[src/hdl/uartbd_div.sv]
// Pipelined restoring divider, one quotient bit per register stage.
// Carries a sideband word alongside each transfer; depends on nothing.
`default_nettype none

module uartbd_div #(
  parameter int NW = 37,
  parameter int DW = 29,
  parameter int QW = 33,
  parameter int SW = 25
) (
  input  wire logic          clk,
  input  wire logic          rst_n,
  input  wire logic          en,
  input  wire logic          in_valid,
  input  wire logic [NW-1:0] in_num,
  input  wire logic [DW-1:0] in_den,
  input  wire logic [SW-1:0] in_side,
  output logic               out_valid,
  output logic [QW-1:0]      out_quo,
  output logic [SW-1:0]      out_side
);

  logic          vld_r  [QW+1];
  logic [NW-1:0] rem_r  [QW+1];
  logic [DW-1:0] den_r  [QW+1];
  logic [QW-1:0] quo_r  [QW+1];
  logic [SW-1:0] side_r [QW+1];

  assign vld_r[0]  = in_valid;
  assign rem_r[0]  = in_num;
  assign den_r[0]  = in_den;
  assign quo_r[0]  = '0;
  assign side_r[0] = in_side;

  for (genvar i = 0; i < QW; i++) begin : g_stage
    localparam int SH = QW - 1 - i;
    logic [NW+DW-1:0] trial;
    logic             ge;
    logic [NW-1:0]    rem_nxt;

    assign trial   = {{NW{1'b0}}, den_r[i]} << SH;
    assign ge      = {{DW{1'b0}}, rem_r[i]} >= trial;
    assign rem_nxt = ge ? (rem_r[i] - trial[NW-1:0]) : rem_r[i];

    always_ff @(posedge clk) begin
      if (!rst_n) begin
        vld_r[i+1] <= 1'b0;
      end else if (en) begin
        vld_r[i+1] <= vld_r[i];
      end
    end

    always_ff @(posedge clk) begin
      if (en) begin
        rem_r[i+1]  <= rem_nxt;
        den_r[i+1]  <= den_r[i];
        quo_r[i+1]  <= {quo_r[i][QW-2:0], ge};
        side_r[i+1] <= side_r[i];
      end
    end
  end

  assign out_valid = vld_r[QW];
  assign out_quo   = quo_r[QW];
  assign out_side  = side_r[QW];

endmodule

`default_nettype wire

[config.mk]
export PLATFORM = sky130hd
export DESIGN_NAME = uartbd_div
export DESIGN_NICKNAME = d
export VERILOG_FILES = /design/src/hdl/uartbd_div.sv
export SDC_FILE = /design/constraint.sdc
export NUM_CORES = 2
export LEC_CHECK = 0
export BUFFER_PORTS_ARGS = -buffer_cell sky130_fd_sc_hd__buf_2
export CAP_MARGIN = 20
export CORE_MARGIN = 3
export CORE_UTILIZATION = 68
export DETAILED_ROUTE_END_ITERATION = 8
export GPL_ROUTABILITY_DRIVEN = 0
export PLACE_DENSITY = 0.95
export SLEW_MARGIN = 10
export SYNTH_ARGS = -nofsm -noshare
export SYNTH_HDL_FRONTEND = slang
export SYNTH_SLANG_ARGS = --single-unit
[constraint.sdc]
create_clock -name clk -period 7 [get_ports clk]
set_input_delay 1.75 -clock clk [delete_from_list [all_inputs] [get_ports clk]]
set_output_delay 1.75 -clock clk [all_outputs]
set_load 0.05 [all_outputs]
==> flow_summary_export.csv, run 1 <==
group,metric,value,unit
synth,async_reset_ff_frac,0,
synth,synth_enable_flop_cells,3498,
synth,synth.ff_latch_count,3531,
die,start_util,0.685,
synth,synth_area,149000,um2
clock_tree,h-tree-depth,5,
clock_tree,numCtsBuffers,352,
clock_tree,holdBufCountCts,0,
synth,ys_warn_count,0,
placed_design,dp_cells,12700,
placed_design,dp_worst_setup_slack,2560,ps
outcome,stop_stage,"5_1_grt",
synth,yosysSeqAreaShare,0.710,
placed_design,postPlaceCellArea,153000,um2
clock_tree,postCtsSetupRepairBufs,0,
outcome,status,"aborted with a tool error",
synth,netlist_instances,9820,
die,io_pins,154,
outcome,stop_error,"[ERROR GRT-0232] Routing congestion too high. Check the congestion heatmap in the GUI.",
synth,synthFlopType,"edfxtp_1",
clock_tree,cts.sinks,3531,
synth,synth_nets,10600,
die,die_w,474,um
synth,syn-mean-instance-area,15.2,um2
placed_design,hpwl,209,mm
synth,synthDistinctLibCells,109,
die,die_y,474,um
placed_design,port_buffers,153,
grt,grt_max_degree,216,
die,std_cell_rows,171,
grt,track_usage,0.428,
grt,grt-ovfl-total,6,
clock_tree,root_buffer,"clkbuf_16",
clock_tree,post_cts_resized,0,
clock_tree,cts_buffer_depth,4,
[cell families after synthesis]
logic type               count (synthesis)  synth area share
buffers and inverters                 1049            0.0287
flip-flops                            3531             0.710
multiplexers                           414            0.0312
XOR/XNOR                               503            0.0296
adder cells (fa/ha/maj)                689            0.0595
AO/OA/AOI/OAI                         1761            0.0763
AND/OR/NAND/NOR                       1873            0.0643
[Yosys cell counts (90+ instances only)]
cell type,n,area share
nor2_1,368,0.0093
nand3_1,90,0.0030
nand2_1,520,0.013
ha_1,657,0.055
mux2_2,299,0.023
nand4_1,107,0.0045
inv_1,849,0.021
a21oi_1,455,0.015
a21o_1,283,0.014
nor2b_1,142,0.0060
o21ai_0,439,0.015
nor4_1,182,0.0077
xor2_1,192,0.011
nand2b_1,92,0.0039
nor3_1,122,0.0041
edfxtp_1,3498,0.71
xnor2_1,311,0.018
[metal layers]
metal / GRT overflow / track usage
met1: 0 / 0.414
met2: 2 / 0.581
met3: 1 / 0.305
met4: 3 / 0.382
met5: 0 / 0.212
[through the flow]
stage           util  hold slack (ps)
2_1_floorplan      -              400
3_3_place_gp   0.703              400
3_5_place_dp   0.703              405
4_1_cts        0.755              353
==> inputs of run 2 (changes only) <==
Settings changed: CORE_UTILIZATION 68 to 40, PLACE_DENSITY 0.95 to default, PLACE_DENSITY_LB_ADDON from default to 0.15.
==> run 2 against run 1 <==
Against the previous run: the flow now finishes, with violations (design-rule violations); area after synthesis did not move; synthesized cell count did not move.
==> flow_summary_export.csv, run 2 <==
group,metric,value,unit
route,routed_wl,292,mm
synth,synth_top_family_by_area,"compound AO/OA/AOI/OAI gates",
grt,grt-ovfl-total,0,
layout,final_cell_mix,"edfxtp_1, inv_1, ha_1",
pwr,pwr-share-seq,0.487,
synth,netlist_instances,9820,
pwr,power_leakage,62.8,nW
clock_tree,holdBufCountCts,0,
layout,nets,11000,
synth,synth_compound_gate_area_share,0.0763,
synth,synthFlopType,"edfxtp_1",
route,wire_per_inst,18.8,um
clock_tree,worstSkewPairLatency,950,ps
synth,synth_top_cells_by_count,"edfxtp_1, inv_1, ha_1, nand2_1, a21oi_1",
grt,met2_usage,0.279,
pwr,p_sw_frac,0.259,
setup_path,start_kind,"flop",
placed_design,dp_worst_setup_slack,2310,ps
sta,tightest_slew,1470,ps
sta,setup_tns,0,ps
clock_tree,cts.sinks,3531,
route,viasPerCell,5.05,
clock_tree,cts_buffer_depth,4,
synth,synthAdderAreaFrac,0.0595,
placed_design,hpwl,205,mm
grt,grt_max_degree,185,
synth,synthMuxAreaShare,0.0312,
layout,final_common_cell,"edfxtp_1",
setup_path,cp.arrival,5380,ps
sta,hold_violations,0,
sta,period_needed,4740,ps
route,drt_iter0_markers,5404,
setup_path,crit_end,"rem_r[117]",
synth,async_reset_ff_frac,0,
die,die_y,616,um
synth,ys_warn_count,0,
pwr,ir_worst_vdd,0.283,mV
sta,setup_slack,2260,ps
pwr,p_sw,14.2,mW
die,core,370000,um2
synth,yosys.area_share.simple,0.0643,
layout,largest_reg_flops,1184,
pwr,pwr_density_cell,327,nW/um2
setup_path,critPathKind,"flop to flop",
synth,yosysSeqAreaShare,0.710,
outcome,status,"finished with violations",
outcome,violations,"design-rule violations",
layout,final_util,0.454,
clock_tree,h-tree-depth,5,
layout,fill_cells,32200,
synth,synth.ff_latch_count,3531,
synth,synth_top_area_cell,"edfxtp_1",
layout,drive_gt1_frac,0.115,
layout,top_register,"rem_r",
clock_tree,root_buffer,"clkbuf_16",
job,drv_cap,0,
die,die_area,379000,um2
setup_path,crit_start,"den_r[116]",
setup_path,rrSetupSlack,2260,ps
synth,syn-mean-instance-area,15.2,um2
setup_path,cp.required,7640,ps
grt,grt_pass1_vias,81500,
sta,finalMaxSlewViolations,0,
clock_tree,cts_tree,"yes",
setup_path,rr_startpoint,"den_r[116]",
clock_tree,postCtsSetupRepairBufs,0,
grt,grt_pass1_wl,455,mm
setup_path,rr_endpoint,"rem_r[117]",
grt,antenna_found_initial,11,
sta,finalCritPeriodShare,0.677,
die,start_util,0.403,
grt,met1_usage,0.171,
synth,synth_area,149000,um2
clock_tree,numCtsBuffers,385,
synth,synth_xor_area_frac,0.0296,
route,vias,78300,
sta,worst_slew_margin_rel,0.0187,
synth,synth.most_common_cell,"edfxtp_1",
layout,areaGrowthSynthToFinish,12.9,%
grt,track_usage,0.151,
sta,fmax,211,MHz
synth,synth_nets,10600,
clock_tree,post_cts_resized,0,
clock_tree,path_clk_slew,60,ps
grt,grt-busiest-layer,"met2",
sta,skew,66.4,ps
route,postRouteAntennaNets,0,
layout,reg_top3,"rem_r x1184, den_r x928, side_r x800",
setup_path,reg2reg_depth,13,
grt,use_met3,0.0195,
setup_path,cp_max_fo,23,
pwr,internal_power,40.7,mW
synth,synth_enable_flop_cells,3498,
pwr,clockPowerShare,0.358,
sta,setup_viol,0,
pwr,comb_power_share,0.155,
synth,synthTopCellsByArea,"edfxtp_1, ha_1, mux2_2",
synth,synthDistinctLibCells,109,
route,dr.pass1.iters,8,
die,io_pins,154,
synth,synth_top_area_frac,0.706,
route,post-route-drc-count,1,
sta,rsz0062_at_grt,"no",
die,std_cell_rows,223,
die,die_w,616,um
placed_design,port_buffers,153,
setup_path,crit_path_end_kind,"flop",
hold_path,hold_class,"flop to flop",
run 2: cell counts after synthesis:
No cell type changed its count.
run 2: cell type report:
class	instances	area, um2	share of cell area
tap	4950	6190	0.0369
clock buffer	470	10000	0.0598
multi-input combinational	5240	38900	0.232
sequential	3531	106000	0.629
clock inverter	232	2280	0.0136
inverter	850	3190	0.0190
antenna	4	10.0	0.0000596
timing repair buffer	229	1650	0.00982
run 2: how the worst min path moves through the flow:
| stage | startpoint | endpoint | slack (ps) | cells after the start |
|---|---|---|---|---|
| 2_1_floorplan | quo_r[42] | out_quo[10] | 400 | 0 |
| 3_3_place_gp | side_r[128] | side_r[103] | 400 | 0 |
| 3_5_place_dp | quo_r[42] | out_quo[10] | 400 | 0 |
| 4_1_cts | side_r[489] | side_r[464] | 370 | 0 |
| 5_1_grt | side_r[489] | side_r[464] | 380 | 0 |
| 6_report | side_r[489] | side_r[464] | 380 | 0 |
run 2: cell families after synthesis:
| family | count (synthesis) |
|---|---|
| flops | 3531 |
| simple gates | 1873 |
| compound gates | 1761 |
| buf+inv | 1049 |
| fa+ha+maj | 689 |
| xor+xnor | 503 |
| mux | 414 |
run 2: per-layer routing:
layer	wire [um]	vias to the layer above
li1	-	37900
met1	113000	38200
met2	154000	1527
met3	10300	670
met4	14700	4
met5	32	-
run 2: per-stage QoR:
stage               cell area, um2  std cells  power, mW  hold WS (ps)
global placement            156000      14800       35.4           400
global route                168000      15500       57.7           384
finish                      168000      15500       54.9           376
detailed placement          156000      14800       35.6           405
floorplan                   149000       9820       32.9           400
CTS                         168000      15500       55.7           375
run 2: critical path, stage by stage, from the launching register on:
cell,delay (ps)
edfxtp_1,410
ha_1,230
fa_1,410
nand2b_1,190
a21oi_1,270
o21bai_1,170
a31oi_1,340
o31ai_1,200
nor4_1,440
o21a_1,240
o21ai_2,110
nand2_1,770
buf_4,340
mux2_2,350
run 2: power groups by stage:
stage	logic (mW)	clock network [mW]	registers (mW)
3_5_place_dp	8.43	0	27.2
6_report	8.51	19.7	26.7
5_1_grt	9.49	21.3	26.9
4_1_cts	8.49	20.4	26.8
2_1_floorplan	6.31	0	26.5
3_3_place_gp	8.22	0	27.2
No activity file was read; power rests on OpenSTA's default activity.
